`config.mk`:
```
export PLATFORM = sky130hd
export DESIGN_NAME = bfpa_div
export DESIGN_NICKNAME = d
export VERILOG_FILES = /design/src/design/bfpa_pkg.sv /design/src/design/bfpa_div.sv
export SDC_FILE = /design/constraint.sdc
export NUM_CORES = 1
export LEC_CHECK = 0
export BUFFER_PORTS_ARGS = -buffer_cell sky130_fd_sc_hd__buf_2
export CORE_ASPECT_RATIO = 0.6
export CORE_MARGIN = 3
export CORE_UTILIZATION = 49
export DETAILED_ROUTE_END_ITERATION = 12
export GPL_TIMING_DRIVEN = 0
export PLACE_DENSITY_LB_ADDON = 0.05
export SETUP_SLACK_MARGIN = 0.02
export SYNTH_ARGS = -nofsm -noshare
export SYNTH_HDL_FRONTEND = slang
export SYNTH_SLANG_ARGS = --single-unit
```
`constraint.sdc`:
```
create_clock -name clk -period 2.58 [get_ports clk]
set_input_delay 0.129 -clock clk [delete_from_list [all_inputs] [get_ports clk]]
set_output_delay 0.129 -clock clk [all_outputs]
set_load 0.02 [all_outputs]
```
`src/design/bfpa_pkg.sv`:
```
// ----------------------------------------------------------------------------
// bfpa_pkg
// Shared types and constants of the best-fit partition allocator.
// ----------------------------------------------------------------------------
package bfpa_pkg;

	localparam int MAX_PARTITIONS_DEF = 64;
	localparam int ADDR_WIDTH_DEF     = 32;

	localparam int TAG_W   = 16;
	localparam int REQ_W   = 24;
	localparam int PAGE_W  = 20;
	localparam int OUT_W   = 32;
	localparam int DIV_W   = REQ_W + 1;

	localparam logic [PAGE_W-1:0] PAGE_RESET = PAGE_W'(4096);

	typedef enum logic [1:0] {
		STAT_DONE     = 2'd0,
		STAT_IGNORED  = 2'd1,
		STAT_FULL     = 2'd2,
		STAT_OVERFLOW = 2'd3
	} status_t;

	typedef enum logic {
		OP_ALLOC = 1'b0,
		OP_FREE  = 1'b1
	} op_t;

	typedef enum logic [3:0] {
		S_IDLE,
		S_SCAN,
		S_DECIDE,
		S_SHIFT,
		S_SPLIT_HI,
		S_SPLIT_LO,
		S_DIV,
		S_GROW_CHK,
		S_GROW_WR,
		S_GROW_EXTRA,
		S_FREE_WALK,
		S_FREE_TAIL,
		S_LF_SCAN,
		S_RESP
	} state_t;

endpackage

```
`src/design/bfpa_div.sv`:
```
// ----------------------------------------------------------------------------
// bfpa_div
// Restoring divider, one quotient bit per cycle, for page rounding.
// ----------------------------------------------------------------------------
module bfpa_div (
	input  logic                          clk,
	input  logic                          arst_n,
	input  logic                          start,
	input  logic [bfpa_pkg::DIV_W-1:0]    num,
	input  logic [bfpa_pkg::PAGE_W-1:0]   den,
	output logic                          done,
	output logic [bfpa_pkg::DIV_W-1:0]    quo,
	output logic [bfpa_pkg::PAGE_W-1:0]   rem
);

	localparam int DW = bfpa_pkg::DIV_W;
	localparam int PW = bfpa_pkg::PAGE_W;
	localparam int CNT_W = $clog2(DW + 1);

	logic [DW-1:0]    num_q;
	logic [DW-1:0]    quo_q;
	logic [PW-1:0]    rem_q;
	logic [CNT_W-1:0] cnt_q;
	logic             busy_q;
	logic             done_q;
	logic [PW:0]      trial;
	logic [PW:0]      diff;
	logic             ge;

	always_comb begin
		trial = {rem_q, num_q[DW-1]};
		ge    = trial >= {1'b0, den};
		diff  = trial - {1'b0, den};
	end

	always_ff @(posedge clk or negedge arst_n) begin
		if (!arst_n) begin
			busy_q <= 1'b0;
			done_q <= 1'b0;
			cnt_q  <= '0;
		end else begin
			done_q <= 1'b0;
			if (start) begin
				busy_q <= 1'b1;
				cnt_q  <= CNT_W'(DW);
			end else if (busy_q) begin
				cnt_q <= cnt_q - CNT_W'(1);
				if (cnt_q == CNT_W'(1)) begin
					busy_q <= 1'b0;
					done_q <= 1'b1;
				end
			end
		end
	end

	always_ff @(posedge clk) begin
		if (start) begin
			num_q <= num;
			quo_q <= '0;
			rem_q <= '0;
		end else if (busy_q) begin
			num_q <= {num_q[DW-2:0], 1'b0};
			quo_q <= {quo_q[DW-2:0], ge};
			rem_q <= ge ? diff[PW-1:0] : trial[PW-1:0];
		end
	end

	assign done = done_q;
	assign quo  = quo_q;
	assign rem  = rem_q;

endmodule

```
Word-level counts from Yosys, hierarchy flattened:

Cells that the tools add are included.

* shift-type cells: 0
* bitwise gates (word level): 0
* $add $sub $neg: 2
* reduce and logical (&&, ||, !) cells: 1
* equality and inequality tests: 1
* multiplexer cells: 11
* $lt $le $gt $ge: 1
* div/mod/pow operators: 0
* $mul: 0

Operators by type and width (count)
* $mux W25: 2
* $ge A21 B20 Y1: 1
* $mux W20: 1
* $sub A20 B20 Y20: 1
* $mux W5: 2
* $mux W1: 6
* $eq A5 B1 Y1 const B: 1
* $sub A5 B1 Y5 const B: 1
* $reduce_bool A2 Y1: 1

* bits of input ports: 48
* memories kept: 0
* output and inout bits: 46
* word-level logic and storage cells: 22
* latch bits: 0
* ROM bits: 0
* RAM bits: 0
* bits in registers: 77

Longest topological paths before layout:

Gate-level depths: netlist of run 1.

* depth after elaboration: 4
* mapped depth: 11

Least setup slack after synthesis of run 1:

Ideal clock, no wire load.

* kind: register -> register
* from: register rem_q[3] (netlist: rem[3])
* to: register rem_q[13] (netlist: rem[13])
* stages on the path, launching flop included: 10
* data required time: 2.452 ns
* setup slack: 0.019 ns
* data arrival time: 2.434 ns
* path through: dfxtp_1 -> ha_1 -> a21o_1 -> a31oi_2 -> a21boi_2 -> o31a_1 -> a41oi_4 -> mux2_2 -> mux2i_1 -> nor2_1

* word-level cells in the longest chain between the ends: 2
* elaborated cells between the ends (all ways): 3
* those cells by class: add/sub: 1; order compare: 1; mux: 1

RTL lines
* from (decl): RTL line bfpa_div.sv:22 `logic [PW-1:0] rem_q;`
* from (signal assigned): RTL line bfpa_div.sv:64 `rem_q <= ge ? diff[PW-1:0] : trial[PW-1:0];`
* $sub A20 B20 Y20 / $ge A21 B20 Y1 (equally long branches): RTL line bfpa_div.sv:33, bfpa_div.sv:32
* $mux W20 *: RTL line bfpa_div.sv:64

Mark *: on every way between the ends. The rest lies on a longest branch, timed or not.
A chain may end at the register's enable or synchronous reset.

Worst setup path in the final report of run 1:

* from: register rem_q[2] (netlist: rem[2])
* to: register rem_q[12] (netlist: rem[12])

Same word-level chain as after synthesis.

==> out/metrics.yaml, run 1 <==
fp-row-count: 25
layout_common_cells: "buf_2, nor2_1, dfxtp_1, mux2i_1, inv_1"
ant_nets: 0
fillCellCount: 645
placed_cells: 618
p_switching_mw: 2.157
synth_edf_count: 25
die_x_um: 125.9
layout.nets: 608
crit_fanout: 10
maxSlewViolCount: 0
grt_pass1_wl_um: 17230
hold_depth: 2
die_y_um: 77.93
grt_pass1_vias: 3356
core_region_area_um2: 8133
syn-cell-area_um2: 4225
synth.avg_cell_area_um2: 10.13
intPower_mw: 3.431
synth_cell_types: 55
synth-seq-area-share_pct: 43.23
violations: "negative setup slack"
grt_busiest_layer: "met1"
wl_per_cell_um: 16.96
worstSkewPairLatency_ps: 330
post-route-util_pct: 67.72
dr.pass1.iters: 5
crit_type: "flip-flop to flip-flop"
power_frac_seq_pct: 30.2
ff2ff_setup_slack_ps: -20
netlist_instances: 417
viasPerCell: 5.466
clkPwrFrac_pct: 22.0
dieArea_um2: 9810
gr-total-overflow: 0
fin_crit_sh_pct: 100.8
finalSetupTns_ps: -22.72
antenna_found_initial: 0
setup.worst_path.end_class: "flip-flop"
start_kind: "flip-flop"
ys.warnings.count: 0
cp.arrival_ps: 2810
ir_drop_uv: 596.3
grt_start_max_net_pins: 26
switching_share_pct: 38.60
final_hold_viol_count: 0
cp.required_ps: 2780
mostFrequentLayoutCell: "buf_2"
min_from: "num[0]"
setup_ws_ps: -20.54
finClkSkew_ps: 5.486
cts.sinks: 77
met2_usage_pct: 30.12
r2r-end: "rem[12]"
vias: 3553
rsz0062_at_grt: "true"
cts_root_buf: "clkbuf_16"
synth_flop_cell: "dfxtp_1"
gp_congestion: 0.8526
cts_tree: "done"
p_comb_share_pct: 47.8
worstMarginPinSlew_ps: 936.4
syn-num-nets: 488
diodes: 0
clock_path_buffers: 2
syn_to_final_growth_pct: 30.35
wl_um: 11020
numPortBuffers: 93
place_hpwl_um: 7610
route.detailed.drc: 0
drt_iter0_drc: 269
leakage_nw: 2.699
hold_end: "num_q[0]"
use_met3_pct: 7.221
outcome: "finished, violations left"
timing.rr.start: "rem[2]"
hold_path_class: "input pin to flip-flop"
setup_viol_count_final: 3
instances_no_fill: 650
grt_usage_pct: 22.20
io_pins: 94
htree_levels: 3
async_flop_share_pct: 9.091
ys_ff_latch: 77
grt_use_met1_pct: 33.85
reg2regPathDepth: 9
initial_utilization_pct: 51.95
cts_buffers: 9
slew_headroom_pct: 37.50
cts.clk_slew.worst_paths_ps: 60
final_layout_size_suffix_gt1_share_pct: 37.45
preCtsSetupSlack_ps: -256.9
maxCapViolations: 0
fin_crit_ps: 2601
max_freq_mhz: 384.5
powerDensity_nw_per_um2: 1015
[synth_stat cells (3+ instances only)]
cell type,instances,area [um2]
nor2_1,64,240.2
dfrtp_1,7,175.2
nand3_1,6,30.03
a31oi_1,3,18.77
xnor2_1,9,78.83
o21bai_1,3,22.52
buf_6,7,78.83
xor2_1,7,61.31
nor2b_1,4,25.02
nand2_1,19,71.32
mux2i_1,33,330.3
edfxtp_1,25,750.7
a21o_1,8,60.06
mux2_2,26,292.8
a21oi_1,18,90.09
nor3_1,4,20.02
clkbuf_1,8,30.03
dfxtp_1,45,900.9
nand2b_1,7,43.79
ha_1,22,275.3
a211oi_1,14,105.1
o21ai_0,7,35.03
o31ai_1,4,30.03
inv_1,27,101.4
[sequential cells by signal, indices dropped and copies added, names as in the netlist]
name,cells
busy_q,1
cnt_q,5
quo,25
done,1
num_q,25
rem,20
[worst max-delay path, stage by stage, from the launching register on]
cell      delay, ps
dfxtp_2         350
ha_4            330
nand3_2         150
o21bai_2        240
a21boi_2        200
o31a_1          360
a41oi_4         230
buf_6           210
nor4_2          320
nor4_2           80
[worst max path at each step]
stage          depth (start not counted)  startpoint       to  slack [ps]
6_report                               9      rem[2]  rem[12]         -20
5_1_grt                               12   num_q[24]  rem[12]        -110
4_1_cts                               12   num_q[24]  rem[12]          20
3_3_place_gp                          11   num_q[24]  rem[18]        -260
3_5_place_dp                          11   num_q[24]  rem[18]        -260
2_1_floorplan                          8      rem[5]  rem[13]          60
[timing repair]
action | CTS | global route
gates resized for setup | 19 | 37
pin swaps | 7 | 10
hold buffers | 1 | 0
gates cloned | 2 | 0
endpoints found under the hold margin | 7 | 0
setup buffers | 9 | 4
endpoints found under the setup margin | 18 | 19
[power groups by stage]
stage	logic, mW	clock network [mW]	registers, mW
floorplan	1.44	0	1.79
global placement	2.08	0	1.67
detailed placement	2.11	0	1.67
CTS	2.38	1.24	1.65
global route	2.87	1.30	1.71
finish	2.67	1.23	1.69
[metrics by stage]
stage	hold WS, ps	instance area, um2	power (mW)
floorplan	-166.6	4227	3.235
global placement	-30.06	4827	3.753
detailed placement	-28.27	4827	3.787
CTS	81.29	5305	5.278
global route	79.02	5508	5.878
finish	84.40	5508	5.588
[kinds of logic after synthesis]
group / share of synthesized area (%)
AOI/OAI and AO/OA: 13.30
xor gates and xnor gates: 3.317
buffers and inverters: 5.390
DFF: 43.23
adders and majority gates: 6.988
muxes: 14.75
and+or+nand+nor: 13.03
[routing by layer]
metal	wire (um)	vias up	share of wire, %
met2	4506	143	41
met3	1019	10	9.2
met5	0	-	0
met4	99	0	0.90
li1	-	1723	-
met1	5399	1677	49
[area by class of cell]
type	instances	area (um2)	area share (%)
buffer	18	126.4	2.294
clock buffer	9	225.2	4.089
clock inverter	7	66.31	1.204
inverter	27	101.3	1.840
multi-input combinational	296	2427	44.07
sequential	77	1838	33.37
tap	108	135.1	2.453
timing repair buffer	108	588.1	10.68
(Power assumes the default switching activity.)
==> inputs of run 2 (changes only) <==
Settings changed: CORE_ASPECT_RATIO 0.6 to 0.5, CTS_CLUSTER_SIZE from default to 24.
==> run 2 against run 1 <==
  * The flow now finishes without violations
  * Register-to-register slack improved by 70 ps
  * Via count decreased by 2.5%
  * Cell area is 0.36% lower
  * Utilization down 0.81 points
  * Global-route usage is 1.3 points lower
  * Count of clock-buffer cells in the layout is the same
  * Hold slack got worse by 11 ps
  * Clock skew about the same
  * Sequential power hardly changed
  * Largest power group unchanged
  * Highest routed layer unchanged
==> out/metrics.yaml, run 2 (synthesis results as in run 1) <==
fin_crit_ps: 2535  # was 2601 ps
reg2regPathDepth: 9  # unchanged
setup_viol_count_final: 0  # was 3
grt_pass1_vias: 3272  # was 3,356
fin_crit_sh_pct: 98.26  # was 100.8%
htree_levels: 3  # unchanged
gr-total-overflow: 0  # unchanged
diodes: 0  # unchanged
worstMarginPinSlew_ps: 986.8  # was 936.4 ps
p_switching_mw: 2.053  # was 2.157 mW
finClkSkew_ps: 5.311  # was 5.486 ps
intPower_mw: 3.451  # was 3.431 mW
clock_path_buffers: 2  # unchanged
io_pins: 94  # unchanged
syn_to_final_growth_pct: 29.88  # was 30.35%
cp_cell_sequence: "ha_4, a21o_1, a31oi_2, a21boi_2, o31a_1, a41oi_4, buf_2, mux2i_1, a211oi_1"  # was ha_4, nand3_2, o21bai_2, a21boi_2, o31a_1, a41oi_4, buf_6, nor4_2, nor4_2
cts.sinks: 77  # unchanged
worstSkewPairLatency_ps: 330  # about the same
grt_usage_pct: 20.87  # was 22.20%
preCtsSetupSlack_ps: -163.4  # was -256.9 ps
final_layout_size_suffix_gt1_share_pct: 36.76  # was 37.45%
hold_depth: 2  # unchanged
cp.arrival_ps: 2740  # was 2810 ps
leakage_nw: 2.697  # was 2.699 nW
viasPerCell: 5.282  # was 5.466
hold_path_class: "input pin to flip-flop"  # unchanged
critical_path_buf_inv_count: 1  # unchanged
powerDensity_nw_per_um2: 1003  # was 1015 nW/um2
setup.worst_path.end_class: "flip-flop"  # unchanged
crit_fanout: 5  # was 10
cp_num_cells: 9  # unchanged
max_stage_delay_ps: 400  # was 360 ps
core_region_area_um2: 8202  # was 8133 um2
wl_per_cell_um: 15.57  # was 16.96 um
cts_buffers: 9  # unchanged
ff2ff_setup_slack_ps: 40  # was -20 ps
dr.pass1.iters: 4  # was 5
p_comb_share_pct: 46.5  # was 47.8%
final_hold_viol_count: 0  # unchanged
fp-row-count: 23  # was 25
setup_ws_ps: 44.88  # was -20.54 ps
numPortBuffers: 93  # unchanged
slew_headroom_pct: 34.14  # was 37.50%
die_x_um: 137.3  # was 125.9 um
outcome: "finished clean"  # was finished, violations left
cts_root_buf: "clkbuf_16"  # unchanged
rsz0062_at_grt: "true"  # unchanged
layout_common_cells: "buf_2, nor2_1, dfxtp_1, mux2i_1, inv_1"  # unchanged
total_power_mw: 5.504  # was 5.588 mW
ant_nets: 0  # unchanged
finalSetupTns_ps: 0  # was -22.72 ps
vias: 3465  # was 3,553
dieArea_um2: 9841  # was 9810 um2
crit_family: "compound AO/OA/AOI/OAI gates"  # unchanged
maxCapViolations: 0  # unchanged
cts.clk_slew.worst_paths_ps: 60  # about the same
grt_start_max_net_pins: 26  # unchanged
power_frac_seq_pct: 30.4  # was 30.2%
cp.required_ps: 2780  # about the same
crit_slowest_cell: "o31a_1"  # unchanged
start_kind: "flip-flop"  # unchanged
gp_congestion: 0.8853  # was 0.8526
hold_ws_ps: 73.68  # was 84.40 ps
ir_drop_uv: 498.7  # was 596.3 uV
die_y_um: 71.66  # was 77.93 um
initial_utilization_pct: 51.52  # was 51.95%
clkPwrFrac_pct: 23.1  # was 22.0%
grt_pass1_wl_um: 16000  # was 17,230 um
post-route-util_pct: 66.91  # was 67.72%
mostFrequentLayoutCell: "buf_2"  # unchanged
layout.nets: 610  # was 608
drt_iter0_drc: 207  # was 269
route.detailed.drc: 0  # unchanged
place_hpwl_um: 7147  # was 7610 um
switching_share_pct: 37.30  # was 38.60%
antenna_found_initial: 0  # unchanged
cts_tree: "done"  # unchanged
crit_type: "flip-flop to flip-flop"  # unchanged
wl_um: 10210  # was 11,020 um
maxSlewViolCount: 0  # unchanged
max_freq_mhz: 394.5  # was 384.5 MHz
==> run 2: worst register-to-register path: stages (launching register included) <==
cell and delay [ps]:
dfxtp_4 350, ha_4 250, a21o_1 180, a31oi_2 200
a21boi_2 100, o31a_1 400, a41oi_4 390, buf_2 260
mux2i_1 200, a211oi_1 90
==> run 2: power by group through the flow <==
stage	combinational, mW	sequential (mW)	clock [mW]
3_3_place_gp	2.06	1.65	0
3_5_place_dp	2.08	1.66	0
2_1_floorplan	1.44	1.79	0
4_1_cts	2.21	1.64	1.30
5_1_grt	2.78	1.70	1.35
6_report	2.56	1.67	1.27
==> run 2: metal layers <==
| layer | vias to the layer above | track usage [%] | wire [um] |
|---|---|---|---|
| li1 | 1730 | - | - |
| met2 | 98 | 32.56 | 4589 |
| met1 | 1633 | 28.57 | 4802 |
| met3 | 4 | 7.153 | 767 |
| met5 | - | 0 | 0 |
| met4 | 0 | 3.982 | 52 |
==> run 2: layout make-up <==
type,instances,area (um2)
clock buffer,9,225.2
multi-input combinational,296,2390
clock inverter,7,72.57
tap,112,140.1
buffer,18,126.4
sequential,77,1839
inverter,27,101.3
fill,695,2714
timing repair buffer,110,593.1
==> run 2: through the flow <==
| stage | instances | cell area, um2 |
|---|---|---|
| 5_1_grt | 656 | 5488 |
| 3_3_place_gp | 622 | 4832 |
| 6_report | 656 | 5488 |
| 2_1_floorplan | 417 | 4227 |
| 3_5_place_dp | 622 | 4832 |
| 4_1_cts | 645 | 5243 |
==> run 2: worst paths after layout <==
check | from | to
min in group asynchronous | arst_n | cnt_q[2]
max in group asynchronous | arst_n | cnt_q[0]
hold / removal | num[0] | num_q[0]
hold reg to reg | quo[24] | quo[24]
setup / recovery | rem[3] | rem[11]
setup reg to reg | rem[3] | rem[11]
==> run 2: repair_timing <==
action | in CTS | in global routing
gates resized for setup | 10 | 33
hold buffers | 1 | 0
buffers inserted | 6 | 9
endpoints found under the hold margin | 7 | 0
pin swaps | 5 | 16
endpoints found under the setup margin | 18 | 19
cloned | 0 | 2
==> inputs of run 3 (changes only) <==
Settings changed: CORE_MARGIN 3 to default.
==> run 3 against run 2 <==
  * Power grew 2.7%
  * First-iteration DRC count shrank 37%
  * Register-to-register slack lost 20 ps
  * Clock skew grew 2.6 ps
  * Largest power group unchanged
  * Setup slack lost 23 ps
  * Sequential power is essentially flat
  * Critical path depth grew 2
==> out/metrics.yaml, run 3 (synthesis results as in run 1) <==
hold_path_class: "input pin to flip-flop"  # unchanged
total_power_mw: 5.652  # was 5.504 mW
setup.worst_path.end_class: "flip-flop"  # unchanged
slew_headroom_pct: 34.83  # was 34.14%
clock_path_buffers: 2  # unchanged
ant_nets: 0  # unchanged
grt_pass1_wl_um: 15980  # was 16,000 um
initial_utilization_pct: 51.70  # was 51.52%
max_freq_mhz: 391.0  # was 394.5 MHz
maxSlewViolCount: 0  # unchanged
fin_crit_sh_pct: 99.14  # was 98.26%
fp-row-count: 23  # unchanged
worstSkewPairLatency_ps: 340  # was 330 ps
viasPerCell: 5.250  # was 5.282
crit_fanout: 9  # was 5
diodes: 0  # unchanged
dr.pass1.iters: 4  # unchanged
wl_um: 10100  # was 10,210 um
ir_drop_uv: 497.1  # was 498.7 uV
rsz0062_at_grt: "true"  # unchanged
cp.required_ps: 2760  # was 2780 ps
gr-total-overflow: 0  # unchanged
fin_crit_ps: 2558  # was 2535 ps
numPortBuffers: 93  # unchanged
die_y_um: 67.66  # was 71.66 um
grt_usage_pct: 23.13  # was 20.87%
min_from: "num[0]"  # unchanged
io_pins: 94  # unchanged
cp-startpoint: "rem[17]"  # was rem[3]
cp.arrival_ps: 2740  # about the same
cts_buffers: 9  # unchanged
htree_levels: 3  # unchanged
syn_to_final_growth_pct: 33.55  # was 29.88%
leakage_nw: 2.718  # was 2.697 nW
drt_iter0_drc: 131  # was 207
outcome: "finished clean"  # unchanged
finalSetupTns_ps: 0  # unchanged
gp_congestion: 0.8161  # was 0.8853
dieArea_um2: 9021  # was 9841 um2
crit_type: "flip-flop to flip-flop"  # unchanged
cts_tree: "done"  # unchanged
layout.nets: 611  # was 610
worstMarginPinSlew_ps: 976.5  # was 986.8 ps
core_region_area_um2: 8173  # was 8202 um2
grt_pass1_vias: 3180  # was 3,272
layout_common_cells: "buf_2, nor2_1, dfxtp_1, mux2i_1"  # was buf_2, nor2_1, dfxtp_1, mux2i_1, inv_1
maxCapViolations: 0  # unchanged
start_kind: "flip-flop"  # unchanged
vias: 3449  # was 3,465
mostFrequentLayoutCell: "buf_2"  # unchanged
antenna_found_initial: 1  # was 0
setup_viol_count_final: 0  # unchanged
route.detailed.drc: 0  # unchanged
timing.rr.start: "rem[17]"  # was rem[3]
final_hold_viol_count: 0  # unchanged
die_x_um: 133.3  # was 137.3 um
finClkSkew_ps: 7.887  # was 5.311 ps
cts.clk_slew.worst_paths_ps: 70  # was 60 ps
grt_start_max_net_pins: 26  # unchanged
powerDensity_nw_per_um2: 1002  # was 1003 nW/um2
wl_per_cell_um: 15.37  # was 15.57 um
final_layout_size_suffix_gt1_share_pct: 39.82  # was 36.76%
cts_root_buf: "clkbuf_16"  # unchanged
cts.sinks: 77  # unchanged
place_hpwl_um: 6825  # was 7147 um
## run 3: cell types whose count changed in the layout (fill, tap and decap cells not counted), moves of 2 or more
cell / change
mux2_4: -2
mux2_2: +2
a31oi_2: -3
a31oi_4: +3
ha_1: -5
dfxtp_2: +2
a21oi_1: -3
ha_4: +5
a21oi_2: +3
dfxtp_1: -2
## run 3: area by class of cell
class / count / area [um2]
inverter: 27 / 101.3
sequential: 77 / 1842
timing repair buffer: 112 / 644.4
clock buffer: 9 / 225.2
fill: 670 / 2530
tap: 112 / 140.1
buffer: 18 / 130.1
clock inverter: 7 / 57.56
multi-input combinational: 295 / 2502
## run 3: power breakdown
part	total, mW	switching (mW)	internal, mW
clock network	1.23	0.559	0.666
logic	2.74	1.39	1.35
registers	1.69	0.213	1.48
## run 3: timing repair
| action | in CTS | in global routing |
|---|---|---|
| resized for setup | 14 | 52 |
| hold endpoints to repair | 7 | 0 |
| hold buffers | 1 | 0 |
| gates cloned | 0 | 1 |
| setup buffers | 4 | 13 |
| endpoints found under the setup margin | 18 | 18 |
| pin swaps | 7 | 20 |
## run 3: worst paths after layout
check                            to  slack (ps)  cells after the start
max                          rem[3]          20                     11
min                        num_q[0]          90                      2
max reg2reg                  rem[3]          20                     11
min reg2reg                 quo[24]         490                      2
max in group asynchronous  cnt_q[2]        2260                      2
min in group asynchronous      done         160                      2
## run 3: critical path: stages, from the launching register on
cell,delay (ps)
dfxtp_2,350
ha_4,290
nand4b_1,170
or3_4,440
o31ai_4,240
o21bai_4,170
a41oi_4,50
buf_12,170
buf_4,140
clkbuf_16,150
a21oi_1,150
a211oi_1,80
## run 3: per-layer routing
layer	up-vias	track usage [%]	part of all wire, %
met4	2	5.966	0.34
met1	1631	30.79	48
met2	82	36.46	46
met3	6	7.583	5.4
li1	1728	-	-
met5	-	0	0.13
## run 3: per-stage QoR
stage	instances	util [%]	setup slack, ps	hold WS, ps	area [um2]
after detailed placement	622	59.12	-108.8	-26.51	4832
after global placement	622	59.12	-117.9	-27.95	4832
final	657	69.04	22.18	86.91	5643
after CTS	643	64.53	31.23	76.98	5274
after global routing	657	69.04	-84.51	75.38	5643
after floorplan	417	-	58.25	-166.6	4227
